[config.mk]
export PLATFORM = sky130hd
export DESIGN_NAME = second_greater_element_stream_flat
export DESIGN_NICKNAME = d
export VERILOG_FILES = /design/src/rtl/sge_pkg.sv /design/src/rtl/sge_if.sv /design/src/rtl/sge_front.sv /design/src/rtl/sge_back.sv /design/src/rtl/second_greater_element_stream.sv /design/src/flat_wrapper.sv
export SDC_FILE = /design/constraint.sdc
export NUM_CORES = 2
export LEC_CHECK = 0
export BUFFER_PORTS_ARGS = -buffer_cell sky130_fd_sc_hd__buf_2
export CORE_MARGIN = 4
export CORE_UTILIZATION = 45
export CTS_CLUSTER_DIAMETER = 80
export DETAILED_ROUTE_END_ITERATION = 7
export PLACE_DENSITY = 0.68
export SETUP_SLACK_MARGIN = 0.2
export SLEW_MARGIN = 20
export SYNTH_ARGS = -nofsm -noshare
export SYNTH_HDL_FRONTEND = slang
export SYNTH_SLANG_ARGS = --single-unit
[constraint.sdc]
create_clock -name clk -period 4.8 [get_ports clk]
set_input_delay 0.48 -clock clk [delete_from_list [all_inputs] [get_ports clk]]
set_output_delay 0.48 -clock clk [all_outputs]
set_load 0.05 [all_outputs]
[src/rtl/sge_pkg.sv]
`timescale 1ns / 1ps
package sge_pkg;
  localparam logic [1:0] ST_FOUND    = 2'd0;
  localparam logic [1:0] ST_NONE     = 2'd1;
  localparam logic [1:0] ST_OVERFLOW = 2'd2;
  localparam int POS_W = 7;
endpackage

[src/rtl/sge_if.sv]
`timescale 1ns / 1ps
interface sge_in_if #(parameter int VALUE_WIDTH = 32);
  logic                          valid;
  logic                          ready;
  logic signed [VALUE_WIDTH-1:0] sample_value;
  logic                          end_of_sequence;
  modport source (output valid, sample_value, end_of_sequence, input ready);
  modport sink (input valid, sample_value, end_of_sequence, output ready);
endinterface

interface sge_out_if #(parameter int VALUE_WIDTH = 32);
  logic                          valid;
  logic                          ready;
  logic [6:0]                    position;
  logic signed [VALUE_WIDTH-1:0] second_greater;
  logic [1:0]                    status;
  logic                          last_of_run;
  modport source (output valid, position, second_greater, status, last_of_run, input ready);
  modport sink (input valid, position, second_greater, status, last_of_run, output ready);
endinterface

[src/rtl/sge_front.sv]
`timescale 1ns / 1ps
// front: takes beats and queues them for the stack engine
module sge_front #(
  parameter int VALUE_WIDTH = 32
) (
  input  logic                   clk,
  input  logic                   rst,
  sge_in_if.sink                 in_ch,
  output logic                   q_valid,
  input  logic                   q_pop,
  output logic [VALUE_WIDTH:0]   q_data
);
  logic [VALUE_WIDTH:0] mem [2];
  logic                 wr_ptr;
  logic                 rd_ptr;
  logic [1:0]           count;

  assign in_ch.ready = (count != 2'd2);
  assign q_valid     = (count != 2'd0);
  assign q_data      = mem[rd_ptr];

  // two-entry queue
  always_ff @(posedge clk) begin
    if (in_ch.valid && in_ch.ready) begin
      mem[wr_ptr] <= {in_ch.end_of_sequence, in_ch.sample_value};
    end
    if (rst) begin
      wr_ptr <= 1'b0;
      rd_ptr <= 1'b0;
      count  <= 2'd0;
    end else begin
      if (in_ch.valid && in_ch.ready) wr_ptr <= ~wr_ptr;
      if (q_pop) rd_ptr <= ~rd_ptr;
      count <= count + 2'((in_ch.valid && in_ch.ready) ? 1 : 0) - 2'(q_pop ? 1 : 0);
    end
  end
endmodule

[src/rtl/sge_back.sv]
`timescale 1ns / 1ps
// back: runs the two monotonic stacks, every memory read is registered
module sge_back #(
  parameter int DEPTH       = 64,
  parameter int VALUE_WIDTH = 32
) (
  input  logic                 clk,
  input  logic                 rst,
  input  logic                 q_valid,
  output logic                 q_pop,
  input  logic [VALUE_WIDTH:0] q_data,
  sge_out_if.source            out_ch
);
  import sge_pkg::*;
  localparam int AW = $clog2(DEPTH);
  localparam int HW = AW + 1;

  localparam logic [3:0] S_IDLE = 4'd0;
  localparam logic [3:0] S_P2A  = 4'd1;
  localparam logic [3:0] S_P2V  = 4'd2;
  localparam logic [3:0] S_P2C  = 4'd3;
  localparam logic [3:0] S_S1A  = 4'd4;
  localparam logic [3:0] S_S1V  = 4'd5;
  localparam logic [3:0] S_S1C  = 4'd6;
  localparam logic [3:0] S_MVA  = 4'd7;
  localparam logic [3:0] S_MVW  = 4'd8;
  localparam logic [3:0] S_PUSH = 4'd9;
  localparam logic [3:0] S_F2A  = 4'd10;
  localparam logic [3:0] S_F2E  = 4'd11;
  localparam logic [3:0] S_F1A  = 4'd12;
  localparam logic [3:0] S_F1E  = 4'd13;
  localparam logic [3:0] S_OVF  = 4'd14;

  logic [VALUE_WIDTH-1:0] vstore [DEPTH];
  logic [AW-1:0]          stk1 [DEPTH];
  logic [AW-1:0]          stk2 [DEPTH];
  logic [HW-1:0]          h1, h2, run_base, mv;
  logic [HW-1:0]          next_pos, emitted;
  logic [3:0]             state;
  logic [VALUE_WIDTH-1:0] v;
  logic                   last;
  logic                   ovf;
  logic                   p_valid;
  logic [AW-1:0]          p_pos;
  logic [VALUE_WIDTH-1:0] rd_val;
  logic [AW-1:0]          s1_q, s2_q;
  logic [AW-1:0]          s1_addr, s2_addr, rd_addr;

  logic                   o_valid;
  logic [POS_W-1:0]       o_pos;
  logic [VALUE_WIDTH-1:0] o_val;
  logic [1:0]             o_st;
  logic                   o_last;

  logic                   o_free;
  logic                   smaller;
  logic                   more;
  logic                   no_ovf_beat;
  logic                   beat_go;

  assign o_free      = !o_valid || out_ch.ready;
  assign smaller     = $signed(rd_val) < $signed(v);
  assign more        = (h2 != '0) && smaller;
  assign no_ovf_beat = !ovf || (emitted >= HW'(DEPTH - 1));
  assign q_pop       = (state == S_IDLE) && q_valid;

  assign out_ch.valid          = o_valid;
  assign out_ch.position       = o_pos;
  assign out_ch.second_greater = o_val;
  assign out_ch.status         = o_st;
  assign out_ch.last_of_run    = o_last;

  // read addresses, held steady while a state waits on the output
  assign s2_addr = AW'(h2 - HW'(1));
  assign rd_addr = (state == S_P2A || state == S_P2V || state == S_P2C) ? s2_q : s1_q;

  always_comb begin
    case (state)
      S_MVA:        s1_addr = AW'(mv);
      S_F1A, S_F1E: s1_addr = AW'(h1 - HW'(1));
      default:      s1_addr = AW'(run_base - HW'(1));
    endcase
  end

  // registered reads of the stacks and the value store
  always_ff @(posedge clk) begin
    s1_q   <= stk1[s1_addr];
    s2_q   <= stk2[s2_addr];
    rd_val <= vstore[rd_addr];
  end

  // a result beat is loaded in these states once the output is free
  assign beat_go = o_free && ((state == S_P2C && p_valid) || state == S_F2E ||
                              state == S_F1E || state == S_OVF);

  // output valid
  always_ff @(posedge clk) begin
    if (rst) begin
      o_valid <= 1'b0;
    end else if (beat_go) begin
      o_valid <= 1'b1;
    end else if (out_ch.ready) begin
      o_valid <= 1'b0;
    end
  end

  // sequencer: address, value read and compare are separate states
  always_ff @(posedge clk) begin
    if (rst) begin
      state <= S_IDLE;
      h1 <= '0; h2 <= '0; next_pos <= '0;
      run_base <= '0; mv <= '0; emitted <= '0;
      p_valid <= 1'b0; ovf <= 1'b0;
    end else begin
      case (state)
        S_IDLE: begin
          if (q_valid) begin
            v       <= q_data[VALUE_WIDTH-1:0];
            last    <= q_data[VALUE_WIDTH];
            emitted <= '0;
            p_valid <= 1'b0;
            if (next_pos >= HW'(DEPTH)) begin
              ovf   <= 1'b1;
              state <= q_data[VALUE_WIDTH] ? S_F2A : S_OVF;
            end else begin
              ovf      <= 1'b0;
              vstore[AW'(next_pos)] <= q_data[VALUE_WIDTH-1:0];
              run_base <= h1;
              if (h2 != '0) begin
                state <= S_P2A;
              end else if (h1 != '0) begin
                state <= S_S1A;
              end else begin
                state <= S_PUSH;
              end
            end
          end
        end
        S_P2A: begin
          state <= S_P2V;
        end
        S_P2V: begin
          state <= S_P2C;
        end
        S_P2C: begin
          // a popped entry is held until we know whether another follows
          if (!p_valid || o_free) begin
            if (p_valid) begin
              o_pos   <= POS_W'(p_pos); o_val <= v;
              o_st    <= ST_FOUND;
              o_last  <= !more && !last;
              emitted <= emitted + HW'(1);
            end
            if (more) begin
              p_valid <= 1'b1;
              p_pos   <= s2_q;
              h2      <= h2 - HW'(1);
              state   <= (h2 == HW'(1)) ? S_P2C : S_P2A;
            end else begin
              p_valid <= 1'b0;
              state   <= (run_base != '0) ? S_S1A : S_PUSH;
            end
          end
        end
        S_S1A: begin
          state <= S_S1V;
        end
        S_S1V: begin
          state <= S_S1C;
        end
        S_S1C: begin
          // walk down the smaller run at the top of stack one
          if (smaller) begin
            run_base <= run_base - HW'(1);
            if (run_base == HW'(1)) begin
              mv <= '0; state <= S_MVA;
            end else begin
              state <= S_S1A;
            end
          end else begin
            mv <= run_base; state <= S_MVA;
          end
        end
        S_MVA: begin
          state <= (mv < h1) ? S_MVW : S_PUSH;
        end
        S_MVW: begin
          stk2[AW'(h2)] <= s1_q;
          h2    <= h2 + HW'(1);
          mv    <= mv + HW'(1);
          state <= S_MVA;
        end
        S_PUSH: begin
          stk1[AW'(run_base)] <= AW'(next_pos);
          h1       <= run_base + HW'(1);
          next_pos <= next_pos + HW'(1);
          state    <= last ? S_F2A : S_IDLE;
        end
        S_F2A: begin
          state <= (h2 != '0) ? S_F2E : S_F1A;
        end
        S_F2E: begin
          if (o_free) begin
            o_pos   <= POS_W'(s2_q);
            o_val   <= '0; o_st <= ST_NONE;
            o_last  <= (h2 == HW'(1)) && (h1 == '0) && no_ovf_beat;
            emitted <= emitted + HW'(1);
            h2      <= h2 - HW'(1);
            state   <= S_F2A;
          end
        end
        S_F1A: begin
          if (h1 != '0) begin
            state <= S_F1E;
          end else if (ovf && emitted < HW'(DEPTH)) begin
            state <= S_OVF;
          end else begin
            next_pos <= '0; state <= S_IDLE;
          end
        end
        S_F1E: begin
          if (o_free) begin
            o_pos   <= POS_W'(s1_q);
            o_val   <= '0; o_st <= ST_NONE;
            o_last  <= (h1 == HW'(1)) && no_ovf_beat;
            emitted <= emitted + HW'(1);
            h1      <= h1 - HW'(1);
            state   <= S_F1A;
          end
        end
        S_OVF: begin
          if (o_free) begin
            o_pos <= POS_W'(DEPTH); o_val <= '0;
            o_st  <= ST_OVERFLOW; o_last <= 1'b1;
            if (last) next_pos <= '0;
            state <= S_IDLE;
          end
        end
        default: state <= S_IDLE;
      endcase
    end
  end
endmodule

[src/rtl/second_greater_element_stream.sv]
`timescale 1ns / 1ps
// Second greater element stream.
// in_ch: one signed sample per beat, end_of_sequence marks the final sample.
// out_ch: result beats (position, second_greater, status, last_of_run) in
// discovery order; status 0 found, 1 none (flush), 2 overflow drop.
// A two-entry queue decouples input from the stack engine, so input is
// taken while the engine works or the output waits.
// All stack and value reads are registered: a sample starts in the idle
// state, each stack entry compared passes address, value read and compare
// states, each moved entry passes address and write states, and then the
// sample is pushed. Each flush beat passes an address and an emit state.
// A stalled receiver holds the output register and stalls the engine
// when it has a beat to load; the input queue fills after two beats
// and then drops in_ch.ready.
// Reset (rst, synchronous) empties the queue and both stacks and starts
// a new sequence at position 0. Samples beyond DEPTH per sequence are
// answered with one overflow beat.
module second_greater_element_stream #(
  parameter int DEPTH       = 64,
  parameter int VALUE_WIDTH = 32
) (
  input logic        clk,
  input logic        rst,
  sge_in_if.sink     in_ch,
  sge_out_if.source  out_ch
);
  logic                 q_valid;
  logic                 q_pop;
  logic [VALUE_WIDTH:0] q_data;

  sge_front #(.VALUE_WIDTH(VALUE_WIDTH)) u_front (
    .clk(clk), .rst(rst), .in_ch(in_ch),
    .q_valid(q_valid), .q_pop(q_pop), .q_data(q_data)
  );

  sge_back #(.DEPTH(DEPTH), .VALUE_WIDTH(VALUE_WIDTH)) u_back (
    .clk(clk), .rst(rst), .q_valid(q_valid), .q_pop(q_pop),
    .q_data(q_data), .out_ch(out_ch)
  );
endmodule

[src/flat_wrapper.sv]
// flat-port wrapper written by rule: the top's interface ports become plain ports
module second_greater_element_stream_flat 
#(
  parameter int DEPTH       = 64,
  parameter int VALUE_WIDTH = 32
)
  (clk, rst, in_ch_valid, in_ch_sample_value, in_ch_end_of_sequence, in_ch_ready, out_ch_valid, out_ch_position, out_ch_second_greater, out_ch_status, out_ch_last_of_run, out_ch_ready);
  sge_in_if #(.VALUE_WIDTH(VALUE_WIDTH)) in_ch_i ();
  sge_out_if #(.VALUE_WIDTH(VALUE_WIDTH)) out_ch_i ();
  input logic clk;
  input logic rst;
  input wire logic [$bits(in_ch_i.valid)-1:0] in_ch_valid;
  input wire logic [$bits(in_ch_i.sample_value)-1:0] in_ch_sample_value;
  input wire logic [$bits(in_ch_i.end_of_sequence)-1:0] in_ch_end_of_sequence;
  output wire logic [$bits(in_ch_i.ready)-1:0] in_ch_ready;
  output wire logic [$bits(out_ch_i.valid)-1:0] out_ch_valid;
  output wire logic [$bits(out_ch_i.position)-1:0] out_ch_position;
  output wire logic [$bits(out_ch_i.second_greater)-1:0] out_ch_second_greater;
  output wire logic [$bits(out_ch_i.status)-1:0] out_ch_status;
  output wire logic [$bits(out_ch_i.last_of_run)-1:0] out_ch_last_of_run;
  input wire logic [$bits(out_ch_i.ready)-1:0] out_ch_ready;
  assign in_ch_i.valid = in_ch_valid;
  assign in_ch_i.sample_value = in_ch_sample_value;
  assign in_ch_i.end_of_sequence = in_ch_end_of_sequence;
  assign in_ch_ready = in_ch_i.ready;
  assign out_ch_valid = out_ch_i.valid;
  assign out_ch_position = out_ch_i.position;
  assign out_ch_second_greater = out_ch_i.second_greater;
  assign out_ch_status = out_ch_i.status;
  assign out_ch_last_of_run = out_ch_i.last_of_run;
  assign out_ch_i.ready = out_ch_ready;
  second_greater_element_stream #(.DEPTH(DEPTH), .VALUE_WIDTH(VALUE_WIDTH)) u_core (.clk(clk), .rst(rst), .in_ch(in_ch_i), .out_ch(out_ch_i));
endmodule
==> After elaboration in Yosys (flattened, before gate mapping) <==
Memory sizes are Yosys's and may differ from the RTL's. A register that Yosys moved wholly into a read port is not among the register bits.
Cells that the tools add are included.
{ "totals": {"reg_bits": 134, "mem_bits_rw": 2882, "input_bits": 37, "output_inout_bits": 44, "n_memories": 4} }
{ "memory_table": {"columns": ["memory", "depth", "width", "rd", "rd_clocked_by_memory_dff", "write_ports", "line", "text"], "rows": [
  ["u_core.u_back.vstore", 64, 32, 1, 1, 1, "sge_back.sv:34", "logic [VALUE_WIDTH-1:0] vstore [DEPTH];"],
  ["u_core.u_back.stk1", 64, 6, 1, 1, 1, "sge_back.sv:35", "logic [AW-1:0] stk1 [DEPTH];"],
  ["u_core.u_back.stk2", 64, 6, 1, 1, 1, "sge_back.sv:36", "logic [AW-1:0] stk2 [DEPTH];"],
  ["u_core.u_front.mem", 2, 33, 1, 1, 1, "sge_front.sv:13", "logic [VALUE_WIDTH:0] mem [2];"]
]} }
{ "classes": {"add_sub_neg": 10, "n_lt_le_gt_ge": 5, "n_eq_ne": 33, "mux": 90, "bitwise": 3, "reduce_logical": 57} }
{ "op_table": {"columns": ["operator", "n"], "rows": [
  ["$mux 7", 22],
  ["$mux 32", 3],
  ["$pmux 32 s2", 1],
  ["$pmux 7 s3", 3],
  ["$pmux 4 s15", 1],
  ["$mux 4", 14],
  ["$pmux 7 s2", 3],
  ["$add 7x1->7 const B", 5],
  ["$lt 32x32->1", 1],
  ["$mux 1", 29],
  ["$eq 4x4->1 const B", 7],
  ["$pmux 7 s4", 1],
  ["$ne 2x2->1 const B", 12],
  ["$eq 7x1->1 const B", 3],
  ["$reduce_bool 7->1", 3],
  ["$sub 7x1->7 const B", 3],
  ["$reduce_and 5->1", 4],
  ["$eq 4x3->1 const B", 4],
  ["$reduce_bool 2->1", 7],
  ["$mux 2", 6],
  ["$pmux 6 s2", 1],
  ["$reduce_and 4->1", 3],
  ["$reduce_bool 3->1", 4],
  ["$logic_and 1x1->1", 10],
  ["other kinds (27)", 48]
]} }

==> Longest topological paths before layout <==
{ "depth": {"word_depth": 7, "depth_mapped": 12, "mapped_depth_nobuf": 9} }

==> Cells and area by module <==
A second synthesis with hierarchy kept.
{ "unflattened": {"cells_unflattened": 6655, "hier_area_um2": 119991.3} }
{ "by_module_without_submodules": {"columns": ["mod", "instances", "cells_each", "area_each_um2"], "rows": [
  ["sge_back", 1, 6524, 117358.8],
  ["sge_front", 1, 131, 2632.5]
]} }

==> Worst setup path after synthesis <==
No wires, ideal clock.
{ "synth_path": {"path_type": "register to register", "from": "register u_core.u_back.state[2]", "to": "register u_core.u_back.o_val[0], in the netlist u_core.u_back.out_ch.second_greater[0], enable pin", "setup_time_ns": 0.461, "arrival_ns": 3.598, "required_ns": 4.339, "path_slack_ns": 0.741, "stages_incl_launch_ff": 7, "path_cell_list": "dfxtp_1 buf_2 clkbuf_1 a21oi_1 a211oi_2 a31oi_1 nor3_1"} }
{ "synth_via": {"elab_chain_len": 4} }
{ "synth_rtl": {"columns": ["item", "line", "text"], "rows": [
  ["start, declared", "sge_back.sv:39", "logic [3:0] state;"],
  ["start signal, assigned", "sge_back.sv:124", "state <= q_data[VALUE_WIDTH] ? S_F2A : S_OVF;"],
  ["start signal, assigned", "sge_back.sv:158", "state <= (h2 == HW'(1)) ? S_P2C : S_P2A;"],
  ["start signal, assigned", "sge_back.sv:161", "state <= (run_base != '0) ? S_S1A : S_PUSH;"],
  ["$eq 4x4->1", "sge_back.sv:115", "case (state)"],
  ["$reduce_or 3->1 (no line)", null, null],
  ["$ne 2x1->1 (no line) / $reduce_bool 2->1 (equally long branches)", null, null],
  ["$reduce_and 5->1 (no line) (*)", null, null],
  ["end signal, assigned", "sge_back.sv:149", "o_pos <= POS_W'(p_pos); o_val <= v;"],
  ["end, declared", "sge_back.sv:51", "logic [VALUE_WIDTH-1:0] o_val;"]
]} }
Every way passes the cells marked *; elsewhere a longest branch is shown, timed or not.
A chain may end at the register's enable or synchronous reset.

==> Worst setup path after layout <==
{ "layout_path": {"from": "register u_core.u_back.state[1]", "to": "register u_core.u_back.rd_val[2], read port of u_core.u_back.vstore"} }
{ "layout_via": {"elab_chain_len": 4} }
{ "layout_rtl": {"columns": ["item", "line", "text"], "rows": [
  ["$eq 4x1->1 / $eq 4x2->1 (equally long branches)", "sge_back.sv:75", "assign rd_addr = (state == S_P2A || state == S_P2V || state == S_P2C) ? s2_q : s1_q;"],
  ["$logic_or 1x1->1", "sge_back.sv:75", null],
  ["$logic_or 1x1->1 (*)", "sge_back.sv:75", null],
  ["$mux 6 (*)", "sge_back.sv:75", null],
  ["end, declared", "sge_back.sv:45", "logic [VALUE_WIDTH-1:0] rd_val;"]
]} }
Marks and branches as above.

==> impl_metrics.toml <==
[grt]
grt_usage = 0.216
antenna_found_initial = 29
grt_pass1_wl_um = 431000
grt_pass1_vias = 60518
met3_usage = 0.0452
grt_max_degree = 109
grt.overflow.total = 0
grt-busiest-layer = "met2"
globalRouteMet1Util = 0.308
use_met2 = 0.335

[cells_and_area]
syn2layout_area_growth_pct = 13.8
instances_no_fill = 9897
regArea_mm2 = 0.0910
multi_input_area_mm2 = 0.0271
final_cell_area_mm2 = 0.136
fillers = 20286
layout-drive-gt1-share = 0.246
finalNetCount = 6216
utilization = 0.515

[timing]
fin_hold_ws_ns = 0.147
fin_setup_tns_ns = 0
fin_crit_sh = 0.900
fmax_mhz = 231
tightest_slew_ns = 1.13
drv_slew = 0
finalClockSkew_ns = 0.0597
finalCriticalPeriod_ns = 4.32
maxSlewHeadroom = 0.248
finalHoldViolCount = 0
setup_viol = 0
grt_setup_unrepaired = "false"

[clock_network]
cts_tree = "done"
path_clk_slew_ns = 0.06
cts_root_buf = "clkbuf_16"
h-tree-depth = 5
clk_latency_ns = 0.87
cts-buffers-inserted = 311
cts.sinks = 3061
cts_buffer_depth = 4
cts_setup_buffers = 0

[power]
ir_drop_mv = 0.464
p_leak_nw = 43.7
power.density_mw_per_mm2 = 623

[placed_design]
globalplace.congestion = 0.851
place_area_mm2 = 0.126
io_buffers = 80
place_hpwl_um = 173000
placed_cells = 9297

[setup_path]
reg2reg_slack_ns = 0.48
endpoint_kind = "flop"
path_class = "flop to flop"
start_kind = "flop"
worstPathRequired_ns = 5.52
r2r_end = "u_core.u_back.rd_val[2]"
cp-startpoint = "u_core.u_back.state[1]"
cp_max_fo = 35
endpoint = "u_core.u_back.rd_val[2]"
arrival_ns = 5.04
ff2ff_path_depth = 9
r2r_start = "u_core.u_back.state[1]"

[synthesis]
async_reset_ff_frac = 0
ys_seq_area_frac = 0.763
syn_area_per_cell_um2 = 20.7
yosysTopAreaCell = "edfxtp_1"
syn_inst = 5758
ys_ff_latch = 3061
synth_flop_cell = "edfxtp_1"
yosys-top-cells-area = "edfxtp_1 (75%), mux4_2 (12%), mux2i_1 (2.9%)"
synth-edff-count = 2963
yosys_warnings = 0
syn_nets = 5846
yosys.cell_types.count = 79
netlist.area_leader.share = 0.747
netlist_area_mm2 = 0.119

[die]
rows = 188
die_h_um = 523
dieArea_mm2 = 0.273
coreArea_mm2 = 0.263
io_pins = 81
die_w_um = 523
start_util = 0.453

[route]
drt-initial-drc-count = 8299
antenna_left = 0
routedWlPerCell_um = 30.1
wirelength_um = 298000
first_pass_iters = 6
viasPerCell = 6.11
vias = 60431
drc = 0

[run]
cap_viol_max_count = 0

[run_status]
status = "finished clean"

[hold_path]
hold_start = "rst"
hp-class = "input pin to flop"
min_path_cells = 2
[cell usage after synthesis, types with 14 or more instances]
library cell  instances
a2111oi_0            17
a211oi_1             28
a21oi_1              70
a221oi_1             23
a31oi_1              14
and3_1               49
buf_1                34
buf_2               101
buf_4                30
clkbuf_1            139
dfxtp_1              98
edfxtp_1           2963
ha_1                 51
inv_1                61
mux2_2               49
mux2i_1             345
mux4_2              656
nand2_1              89
nand3_1              72
nand4_1              22
nor2_1              300
nor3_1               23
o211ai_1             18
o21ai_0              57
o221ai_1             15
o22ai_1             141
or3_1                20
or4_1                35
xnor2_1              18
xor2_1               17
[cells in the final DEF (no fill, tap or decap), drive strengths merged, types with 70 or more instances in the layout]
cell type / count
a21oi: 70
o22ai: 141
clkbuf: 419
nand3: 72
nand2: 89
mux2i: 347
inv: 70
dfxtp: 98
nor2: 301
edfxtp: 2963
mux4: 656
buf: 342
clkinv: 109
[logic make-up after synthesis]
| kind of cell | Yosys count | share of synthesized area |
|---|---|---|
| compound gates | 489 | 0.0280 |
| xor+xnor | 35 | 0.00257 |
| flops | 3061 | 0.763 |
| simple gates | 690 | 0.0280 |
| buf+inv | 380 | 0.0148 |
| mux | 1052 | 0.158 |
| fa+ha+maj | 51 | 0.00536 |
[area by class of cell]
cell class / instances / area share
flip-flops and latches: 3061 / 0.671
multi-input cells: 2317 / 0.200
clock buffers: 419 / 0.0623
well taps: 3515 / 0.0324
repair buffers: 375 / 0.0237
clock inverters: 140 / 0.00854
inverters: 62 / 0.00172
diodes: 8 / 0.000148
[worst max-delay path, cell delays in order, from the launching register on]
cell	delay [ns]
dfxtp_1	0.63
nor2_4	0.06
or3_1	0.42
mux2i_4	0.23
buf_12	0.24
buf_12	0.30
mux4_2	0.56
mux2i_1	0.66
o22ai_1	0.45
or4_1	0.59
[what timing repair did]
action	4_1_cts	5_1_grt
hold endpoints to repair	66	0
hold buffers	33	0
setup endpoints to repair	0	2
resized for setup	0	2
[state kept, by name (all words and copies together) (netlist names), 7 cells and up, named ones only]
register,cells
u_core.u_back.emitted,7
u_core.u_back.next_pos,7
u_core.u_back.stk1,384
u_core.u_back.vstore,2048
u_core.u_front.mem,66
u_core.u_back.run_base,7
u_core.u_back.rd_val,32
u_core.u_back.out_ch.second_greater,32
u_core.u_back.v,32
u_core.u_back.h2,7
u_core.u_back.out_ch.position,7
u_core.u_back.mv,7
u_core.u_back.h1,7
u_core.u_back.stk2,384
[worst min path at each step]
stage | to | slack, ns
finish | u_core.u_front.count[1] | 0.15
global route | u_core.u_front.count[0] | 0.16
CTS | u_core.u_front.count[1] | 0.09
detailed placement | u_core.u_back.ovf | 0.48
global placement | u_core.u_back.ovf | 0.47
floorplan | u_core.u_back.p_pos[0] | 0.43
[power by group]
group	leakage, nW	switching (mW)	internal, mW
clock	4.67	9.84	13.2
combinational	11.7	16.7	11.7
sequential	27.3	0.654	32.3
[stage by stage]
stage	total power, mW	worst slack [ns]
2_1_floorplan	51.8	0.741
3_3_place_gp	61.4	0.449
3_5_place_dp	61.8	0.338
4_1_cts	84.7	0.369
5_1_grt	87.5	0.295
6_report	84.4	0.480
[per-layer routing]
layer  wire length [um]  vias up
li1                   -    24738
met1             117000    31827
met2             140000     3366
met3              30300      498
met4              10100        2
met5                 14        -
Note: power is estimated with default switching activity, not from simulation.
